==> src/design/assert_macros.svh <==
// Shared assertion macros for the design folder.
`ifndef ASSERT_MACROS_SVH
`define ASSERT_MACROS_SVH

// Plain clocked property, disabled while reset is asserted.
`define ASSERT_CLK(label, clk, rst_n, prop, msg) \
  label: assert property (@(posedge clk) disable iff (!rst_n) prop) else $error(msg);

// Antecedent in this cycle implies consequent in the next cycle.
`define ASSERT_NEXT(label, clk, rst_n, ante, cons, msg) \
  label: assert property (@(posedge clk) disable iff (!rst_n) (ante) |=> (cons)) else $error(msg);

`endif

==> src/design/pcps_pkg.sv <==
package pcps_pkg;

  // Search limits.
  localparam int MAX_OUT_DIV  = 127;
  localparam int MAX_MAIN_DIV = 9;
  localparam int MAX_FB_MULT  = 64;

  // Fixed field widths.
  localparam int REF_W  = 20;
  localparam int FREQ_W = 26;
  localparam int OUT_C_W = 7;
  localparam int OUT_M_W = 7;
  localparam int OUT_D_W = 4;

  // Internal counter widths follow from the limits.
  localparam int CW_I = $clog2(MAX_OUT_DIV + 1);
  localparam int MW_I = $clog2(MAX_FB_MULT + 1);
  localparam int DW_I = $clog2(MAX_MAIN_DIV + 1);

  // Dividend (reference times multiplier) and divisor (main times output divider).
  localparam int NUM_W = REF_W + MW_I;
  localparam int DEN_W = DW_I + CW_I;
  localparam int ERR_W = (NUM_W > FREQ_W) ? NUM_W : FREQ_W;
  localparam int CNT_W = $clog2(NUM_W);

  localparam logic [REF_W-1:0] REF_RESET = REF_W'(100000);

  typedef struct packed {
    logic            start;  // new search: capture target, mark the next evaluation as the first
    logic            load;   // form dividend and divisor for the current candidate
    logic            step;   // one restoring division step
    logic            eval;   // compare quotient against the best so far
    logic            emit;   // move the best setting into the output register
    logic [DW_I-1:0] d;
    logic [MW_I-1:0] m;
    logic [CW_I-1:0] c;
  } pcps_cmd_t;

  typedef struct packed {
    logic match;  // quotient equals the target exactly
  } pcps_status_t;

endpackage

==> src/design/pcps_datapath.sv <==
`include "assert_macros.svh"

module pcps_datapath
  import pcps_pkg::*;
(
  input  logic                clk,
  input  logic                rst_n,
  input  logic                cfg_we,
  input  logic [REF_W-1:0]    cfg_data,
  input  logic [FREQ_W-1:0]   target_freq,
  input  pcps_cmd_t           cmd,
  output pcps_status_t        status,
  output logic [OUT_C_W-1:0]  clock_div,
  output logic [OUT_M_W-1:0]  feedback_mult,
  output logic [OUT_D_W-1:0]  main_div,
  output logic [FREQ_W-1:0]   achieved_freq
);

  logic [REF_W-1:0]  ref_r;
  logic [FREQ_W-1:0] target_r;
  logic [NUM_W-1:0]  quo_r;
  logic [DEN_W-1:0]  rem_r;
  logic [DEN_W-1:0]  den_r;
  logic              first_r;
  logic [ERR_W-1:0]  best_err_r;
  logic [CW_I-1:0]   best_c_r;
  logic [MW_I-1:0]   best_m_r;
  logic [DW_I-1:0]   best_d_r;
  logic [NUM_W-1:0]  best_f_r;

  logic [OUT_C_W-1:0] out_c_r;
  logic [OUT_M_W-1:0] out_m_r;
  logic [OUT_D_W-1:0] out_d_r;
  logic [FREQ_W-1:0]  out_f_r;

  logic [DEN_W:0]    trial;
  logic              trial_ge;
  logic [DEN_W:0]    trial_diff;
  logic [ERR_W-1:0]  f_ext;
  logic [ERR_W-1:0]  t_ext;
  logic [ERR_W-1:0]  err;
  logic              better;
  logic              saturate;

  // One restoring division step: shift in the next dividend bit, subtract if it fits.
  assign trial      = {rem_r, quo_r[NUM_W-1]};
  assign trial_ge   = trial >= {1'b0, den_r};
  assign trial_diff = trial - {1'b0, den_r};

  assign f_ext  = ERR_W'(quo_r);
  assign t_ext  = ERR_W'(target_r);
  assign err    = (f_ext > t_ext) ? (f_ext - t_ext) : (t_ext - f_ext);
  assign better = first_r || (err < best_err_r);

  assign status.match = (f_ext == t_ext);

  assign saturate = ERR_W'(best_f_r) > ERR_W'({FREQ_W{1'b1}});

  always_ff @(posedge clk) begin
    if (!rst_n) begin
      ref_r <= REF_RESET;
    end else if (cfg_we) begin
      ref_r <= cfg_data;
    end
  end

  always_ff @(posedge clk) begin
    if (cmd.start) begin
      target_r <= target_freq;
    end
    if (cmd.load) begin
      quo_r <= NUM_W'(ref_r * MW_I'(cmd.m));
      den_r <= DEN_W'(DEN_W'(cmd.d) * DEN_W'(cmd.c));
      rem_r <= '0;
    end else if (cmd.step) begin
      quo_r <= {quo_r[NUM_W-2:0], trial_ge};
      rem_r <= trial_ge ? trial_diff[DEN_W-1:0] : trial[DEN_W-1:0];
    end
  end

  always_ff @(posedge clk) begin
    if (cmd.start) begin
      first_r <= 1'b1;
    end else if (cmd.eval) begin
      first_r <= 1'b0;
      if (better) begin
        best_err_r <= err;
        best_c_r   <= cmd.c;
        best_m_r   <= cmd.m;
        best_d_r   <= cmd.d;
        best_f_r   <= quo_r;
      end
    end
  end

  always_ff @(posedge clk) begin
    if (cmd.emit) begin
      out_c_r <= OUT_C_W'(best_c_r);
      out_m_r <= OUT_M_W'(best_m_r);
      out_d_r <= OUT_D_W'(best_d_r);
      out_f_r <= saturate ? {FREQ_W{1'b1}} : FREQ_W'(best_f_r);
    end
  end

  assign clock_div     = out_c_r;
  assign feedback_mult = out_m_r;
  assign main_div      = out_d_r;
  assign achieved_freq = out_f_r;

  // The divisor is never zero while a division is running.
  `ASSERT_CLK(a_den_nonzero, clk, rst_n, cmd.step |-> (den_r != '0), "divisor is zero during a division step")
  // The remainder stays below the divisor after every step.
  `ASSERT_NEXT(a_rem_below_den, clk, rst_n, cmd.step, rem_r < den_r, "remainder not below divisor")

endmodule

==> src/design/pcps_ctrl.sv <==
`include "assert_macros.svh"

module pcps_ctrl
  import pcps_pkg::*;
(
  input  logic         clk,
  input  logic         rst_n,
  input  logic         in_valid,
  output logic         in_stall,
  output logic         out_valid,
  input  logic         out_stall,
  input  pcps_status_t status,
  output pcps_cmd_t    cmd
);

  localparam logic [2:0] ST_IDLE = 3'd0;
  localparam logic [2:0] ST_LOAD = 3'd1;
  localparam logic [2:0] ST_DIV  = 3'd2;
  localparam logic [2:0] ST_EVAL = 3'd3;
  localparam logic [2:0] ST_DONE = 3'd4;

  localparam int LIM_W = DW_I + MW_I + 4;
  localparam logic [CNT_W-1:0] CNT_LAST = CNT_W'(NUM_W - 1);

  logic [2:0]       state_r, state_nxt;
  logic [DW_I-1:0]  d_r, d_nxt;
  logic [MW_I-1:0]  m_r, m_nxt;
  logic [CW_I-1:0]  c_r, c_nxt;
  logic [CNT_W-1:0] bit_cnt_r, bit_cnt_nxt;
  logic             out_valid_r, out_valid_nxt;

  logic             accept;
  logic             c_last;
  logic             m_last;
  logic             d_last;
  logic [DW_I-1:0]  d_inc;
  logic [LIM_W-1:0] m_ext;
  logic [LIM_W-1:0] m_hi;
  logic [LIM_W-1:0] next_lo;
  logic             can_emit;

  assign accept   = in_valid && !in_stall;
  assign in_stall = (state_r != ST_IDLE);
  assign can_emit = !out_valid_r || !out_stall;

  // Multiplier range for the current main divider is 6*d up to min(12*d, cap).
  assign d_inc   = d_r + DW_I'(1);
  assign m_ext   = LIM_W'(m_r);
  assign m_hi    = LIM_W'(d_r) * LIM_W'(12);
  assign next_lo = LIM_W'(d_inc) * LIM_W'(6);
  assign c_last  = (c_r == CW_I'(MAX_OUT_DIV));
  assign m_last  = (m_ext >= m_hi) || (m_ext >= LIM_W'(MAX_FB_MULT));
  assign d_last  = (d_r == DW_I'(MAX_MAIN_DIV)) || (next_lo > LIM_W'(MAX_FB_MULT));

  always_comb begin
    state_nxt     = state_r;
    d_nxt         = d_r;
    m_nxt         = m_r;
    c_nxt         = c_r;
    bit_cnt_nxt   = bit_cnt_r;
    out_valid_nxt = out_valid_r;
    cmd           = '0;
    cmd.d         = d_r;
    cmd.m         = m_r;
    cmd.c         = c_r;

    if (out_valid_r && !out_stall) begin
      out_valid_nxt = 1'b0;
    end

    case (state_r)
      ST_IDLE: begin
        if (accept) begin
          cmd.start = 1'b1;
          d_nxt     = DW_I'(1);
          m_nxt     = MW_I'(6);
          c_nxt     = CW_I'(1);
          state_nxt = ST_LOAD;
        end
      end
      ST_LOAD: begin
        cmd.load    = 1'b1;
        bit_cnt_nxt = '0;
        state_nxt   = ST_DIV;
      end
      ST_DIV: begin
        cmd.step    = 1'b1;
        bit_cnt_nxt = bit_cnt_r + CNT_W'(1);
        if (bit_cnt_r == CNT_LAST) begin
          state_nxt = ST_EVAL;
        end
      end
      ST_EVAL: begin
        cmd.eval = 1'b1;
        if (status.match || (c_last && m_last && d_last)) begin
          state_nxt = ST_DONE;
        end else begin
          state_nxt = ST_LOAD;
          if (!c_last) begin
            c_nxt = c_r + CW_I'(1);
          end else begin
            c_nxt = CW_I'(1);
            if (!m_last) begin
              m_nxt = m_r + MW_I'(1);
            end else begin
              d_nxt = d_inc;
              m_nxt = MW_I'(next_lo);
            end
          end
        end
      end
      ST_DONE: begin
        if (can_emit) begin
          cmd.emit      = 1'b1;
          out_valid_nxt = 1'b1;
          state_nxt     = ST_IDLE;
        end
      end
      default: begin
        state_nxt = ST_IDLE;
      end
    endcase
  end

  always_ff @(posedge clk) begin
    if (!rst_n) begin
      state_r     <= ST_IDLE;
      out_valid_r <= 1'b0;
      d_r         <= '0;
      m_r         <= '0;
      c_r         <= '0;
      bit_cnt_r   <= '0;
    end else begin
      state_r     <= state_nxt;
      out_valid_r <= out_valid_nxt;
      d_r         <= d_nxt;
      m_r         <= m_nxt;
      c_r         <= c_nxt;
      bit_cnt_r   <= bit_cnt_nxt;
    end
  end

  assign out_valid = out_valid_r;

  `ASSERT_NEXT(a_accept_loads, clk, rst_n, accept, state_r == ST_LOAD, "accepted word did not start a search")
  `ASSERT_NEXT(a_div_to_eval, clk, rst_n, state_r == ST_DIV && bit_cnt_r == CNT_LAST, state_r == ST_EVAL, "division did not end in evaluation")
  `ASSERT_CLK(a_idx_range, clk, rst_n, (state_r != ST_IDLE) |-> (d_r != '0 && d_r <= DW_I'(MAX_MAIN_DIV) && m_r <= MW_I'(MAX_FB_MULT) && c_r != '0), "search index out of range")
  `ASSERT_NEXT(a_emit_shows, clk, rst_n, cmd.emit, out_valid_r && state_r == ST_IDLE, "emitted result not presented")

endmodule

==> src/design/pll_clock_parameter_search_unit.sv <==
// Each candidate setting passes through load, divide and compare: LOAD forms reference*M and
// D*C, DIV runs the shared one-bit-per-cycle restoring divider over all NUM_W quotient bits,
// and EVAL compares. A full search visits 22225 candidates; an exact match ends the search
// early. One word at a time.
// Reset (rst_n, synchronous, active low) empties the block and sets the reference to 100000.
// A new word is accepted while the previous result still waits on the output register.

module pll_clock_parameter_search_unit
  import pcps_pkg::*;
(
  input  logic                clk,
  input  logic                rst_n,
  // Input channel: target frequency.
  input  logic                in_valid,
  output logic                in_stall,
  input  logic [FREQ_W-1:0]   in_target_freq,
  // Result channel: chosen settings and the frequency they produce.
  output logic                out_valid,
  input  logic                out_stall,
  output logic [OUT_C_W-1:0]  out_clock_div,
  output logic [OUT_M_W-1:0]  out_feedback_mult,
  output logic [OUT_D_W-1:0]  out_main_div,
  output logic [FREQ_W-1:0]   out_achieved_freq,
  // Configuration channel: reference frequency.
  input  logic                cfg_valid,
  output logic                cfg_ready,
  input  logic [REF_W-1:0]    cfg_data
);

  pcps_cmd_t    cmd;
  pcps_status_t status;

  // The reference register takes a write whenever one is offered; the user must make writes
  // only while the block is idle, and the block itself does not enforce this.
  assign cfg_ready = 1'b1;

  // The controller walks the main divider, then the multiplier, then the output
  // divider innermost, and sequences the datapath through load, divide and compare.
  pcps_ctrl u_ctrl (
    .clk       (clk),
    .rst_n     (rst_n),
    .in_valid  (in_valid),
    .in_stall  (in_stall),
    .out_valid (out_valid),
    .out_stall (out_stall),
    .status    (status),
    .cmd       (cmd)
  );

  // The datapath holds the reference, the divider, the running best setting and the
  // output register.
  pcps_datapath u_datapath (
    .clk           (clk),
    .rst_n         (rst_n),
    .cfg_we        (cfg_valid && cfg_ready),
    .cfg_data      (cfg_data),
    .target_freq   (in_target_freq),
    .cmd           (cmd),
    .status        (status),
    .clock_div     (out_clock_div),
    .feedback_mult (out_feedback_mult),
    .main_div      (out_main_div),
    .achieved_freq (out_achieved_freq)
  );

endmodule
==> config.mk <==
export PLATFORM = sky130hd
export DESIGN_NAME = pll_clock_parameter_search_unit
export DESIGN_NICKNAME = d
export VERILOG_FILES = /design/src/design/pcps_pkg.sv /design/src/design/pcps_datapath.sv /design/src/design/pcps_ctrl.sv /design/src/design/pll_clock_parameter_search_unit.sv
export VERILOG_INCLUDE_DIRS = /design/src /design/src/design
export SDC_FILE = /design/constraint.sdc
export NUM_CORES = 1
export LEC_CHECK = 0
export ABC_AREA = 0
export BUFFER_PORTS_ARGS = -buffer_cell sky130_fd_sc_hd__buf_4
export CORE_MARGIN = 1
export CORE_UTILIZATION = 30
export DETAILED_ROUTE_END_ITERATION = 6
export PLACE_DENSITY = 0.53
export SYNTH_ARGS = -nofsm -noshare
export SYNTH_HDL_FRONTEND = slang
export SYNTH_SLANG_ARGS = --single-unit
==> constraint.sdc <==
create_clock -name clk -period 14.8 [get_ports clk]
set_input_delay 2.96 -clock clk [delete_from_list [all_inputs] [get_ports clk]]
set_output_delay 2.96 -clock clk [all_outputs]
set_load 0.03 [all_outputs]
==> flow_summary.json <==
{
  "yosys.area.top_type": "edfxtp_1",
  "nNetsFinal": 2151,
  "postPlaceCellArea_mm2": 0.0192,
  "finalWirelength_um": 43500,
  "finalCritPeriodShare_pct": 43.3,
  "ys_seq_elements": 239,
  "max_freq_ghz": 0.156,
  "syn_area_mm2": 0.0178,
  "use_met1_pct": 19.8,
  "place_congestion": 0.862,
  "clkTransAtPathRegs_ps": 60,
  "ys_seq_area_share_pct": 37.1,
  "clock_skew_ps": 21.4,
  "cts_setup_buffers": 0,
  "hold_viol_final": 0,
  "yosysWarnings": 0,
  "met2_usage_pct": 24.0,
  "tightest_slew_ps": 1100,
  "design.portCount": 98,
  "drtAntennaViolNets": 0,
  "top_usage_layer": "met2",
  "crit_arrival_ps": 6700,
  "syn2layout_area_growth_pct": 13.9,
  "hold_buffers": 0,
  "drc_errors": 0,
  "synth.distinct_cells": 76,
  "num_rows": 88,
  "min_period_ps": 6410,
  "clkSinkCount": 239,
  "post_drt_wl_per_cell_um": 16.6,
  "final_layout_size_suffix_gt1_share_pct": 10.7,
  "drt-pass1-iter-count": 5,
  "startpoint_type": "register",
  "synth-async-reset-ratio_pct": 0,
  "ff_latch_area_mm2": 0.00659,
  "synth_ff_type": "edfxtp_1",
  "setup_tns_ps": 0,
  "synth.area.top_cells": "edfxtp_1 30%, ha_1 12%, fa_1 12%",
  "drtIter0Drc": 813,
  "hp-class": "reg2reg",
  "clock_path_buffers": 3,
  "numPortBuffers": 96,
  "cts_buffers": 28,
  "grt_pass1_wl_um": 69700,
  "insertion_delay_ps": 570,
  "grt_pass1_vias": 12600,
  "leakagePower_nw": 9.20,
  "die_h_um": 245,
  "grt_usage_pct": 14.5,
  "final.fill_count": 5886,
  "slew_violations": 0,
  "peakVddDrop_v": 0.000117,
  "drv_cap": 0,
  "syn_nets": 2085,
  "relSlewSlack_pct": 26.8,
  "fp.coreArea_mm2": 0.0581,
  "ctsResizeCount": 0,
  "met3_usage_pct": 1.96,
  "power_per_cell_area_mw_per_mm2": 161,
  "antenna_cells": 0,
  "finalInstanceArea_mm2": 0.0202,
  "dr_total_vias": 12300,
  "dieWidth_um": 245,
  "multiInputGateArea_mm2": 0.0100,
  "p_total_w": 0.00326,
  "root_buffer": "clkbuf_16",
  "avgSynthCellArea_um2": 10.1,
  "cts_tree": "yes",
  "grt_max_degree": 73,
  "final_cell_mix": "231 x inv_1, 180 x edfxtp_1, 168 x ha_1",
  "crit_path_max_fanout": 27,
  "dieArea_mm2": 0.0602,
  "yosys.area.top_type_share_pct": 30.4,
  "worstPathRequired_ps": 15100,
  "final_common_cell": "inv_1",
  "via_per_inst": 4.71,
  "rsz0062_at_grt": "no",
  "syn_inst": 1762,
  "dp_hpwl_um": 32800,
  "antenna_found_initial": 0,
  "critPathKind": "reg2reg",
  "outcome": "complete, no violations",
  "h-tree-depth": 1,
  "initial_core_util_pct": 30.6,
  "synth_edf_count": 180,
  "grt_overflow": 0,
  "finalSetupViolCount": 0,
  "endpoint_kind": "register"
}
-- state kept, by name (all words and copies together) (netlist names), 4 cells and up --
signal / count
u_datapath.rem_r: 11
u_datapath.den_r: 11
u_ctrl.d_r: 4
u_datapath.main_div: 4
u_ctrl.bit_cnt_r: 5
u_ctrl.m_r: 7
u_datapath.ref_r: 20
u_datapath.best_err_r: 27
u_datapath.best_d_r: 4
u_datapath.feedback_mult: 7
u_datapath.clock_div: 7
u_datapath.best_m_r: 7
u_datapath.f_ext: 27
u_datapath.target_r: 26
u_ctrl.c_r: 7
u_datapath.achieved_freq: 26
u_datapath.best_f_r: 27
u_datapath.best_c_r: 7
-- cells by family (layout without fill, tap and decap cells) --
logic type | count (synthesis) | in the layout | synth area share, %
xor gates and xnor gates | 72 | 72 | 3.55
muxes | 45 | 45 | 2.58
and+or+nand+nor | 512 | 512 | 14.9
DFF | 239 | 239 | 37.1
AOI/OAI and AO/OA | 321 | 321 | 11.6
buffers and inverters | 300 | 388 | 6.73
adders and majority gates | 272 | 272 | 23.6
other | 1 | 1 | 0.0211
-- per-layer routing --
| metal | routed length (µm) | vias to the layer above | share of wire (%) |
|---|---|---|---|
| met5 | 0 | - | 0 |
| met4 | 954 | 0 | 2.2 |
| met1 | 20700 | 5928 | 47 |
| met2 | 20200 | 242 | 46 |
| met3 | 1730 | 54 | 4.0 |
| li1 | - | 6081 | - |
-- stage by stage --
stage                     setup WS (ps)  util (%)  hold slack, ps  cells
after global placement             8380      33.0             405   2563
after floorplan                    8690         -             400   1762
after CTS                          8350      34.8             421   2615
final                              8390      34.8             420   2615
after detailed placement           8350      33.0             407   2563
after global routing               7880      34.8             431   2615
-- worst paths after layout --
kind	from	to	slack, ps	cells past startpoint
hold reg to reg	u_datapath.best_d_r[1]$_DFFE_PP_	u_datapath.main_div[1]$_DFFE_PP_	420	0
setup reg to reg	u_ctrl.m_r[2]$_SDFFE_PN0P_	u_datapath.f_ext[21]$_DFFE_PP_	8390	16
setup / recovery	u_ctrl.m_r[2]$_SDFFE_PN0P_	u_datapath.f_ext[21]$_DFFE_PP_	8390	16
hold / removal	u_datapath.best_d_r[1]$_DFFE_PP_	u_datapath.main_div[1]$_DFFE_PP_	420	0
-- cell type report --
type / instances / share of cell area [%]
tap: 765 / 4.73
clock inverter: 22 / 1.48
multi-input combinational: 1223 / 49.4
sequential: 239 / 32.5
clock buffer: 30 / 3.65
timing repair buffer: 104 / 3.86
inverter: 232 / 4.30
-- synth_stat cells, types with 43 or more instances --
cell type  instances
o21ai_0           70
ha_1             168
and2_1           116
nor2_1            81
dfxtp_1           59
edfxtp_1         180
nand2_1          162
fa_1             104
mux2i_1           43
inv_1            232
a21oi_1           99
clkbuf_1          46
-- where the power goes --
part / switching [W] / internal, W / leakage, nW / total (W)
combinational: 0.000908 / 0.000578 / 6.54 / 0.00149
sequential: 0.0000991 / 0.000902 / 2.15 / 0.00100
clock: 0.000294 / 0.000483 / 0.502 / 0.000777
total: 0.00130 / 0.00196 / 9.20 / 0.00326
-- critical path, stage by stage (launching register included) --
cell and delay [ps]:
dfxtp_1 1050, and2_1 270, fa_1 430, fa_1 480
fa_1 540, inv_1 50, fa_1 540, inv_1 40
ha_1 200, or3_1 400, a2111oi_0 690, o31ai_1 210
o21ai_0 290, a311oi_1 230, a31oi_1 320, xor2_1 280
o21ai_0 110
Power figures use the tool's default switching activity.
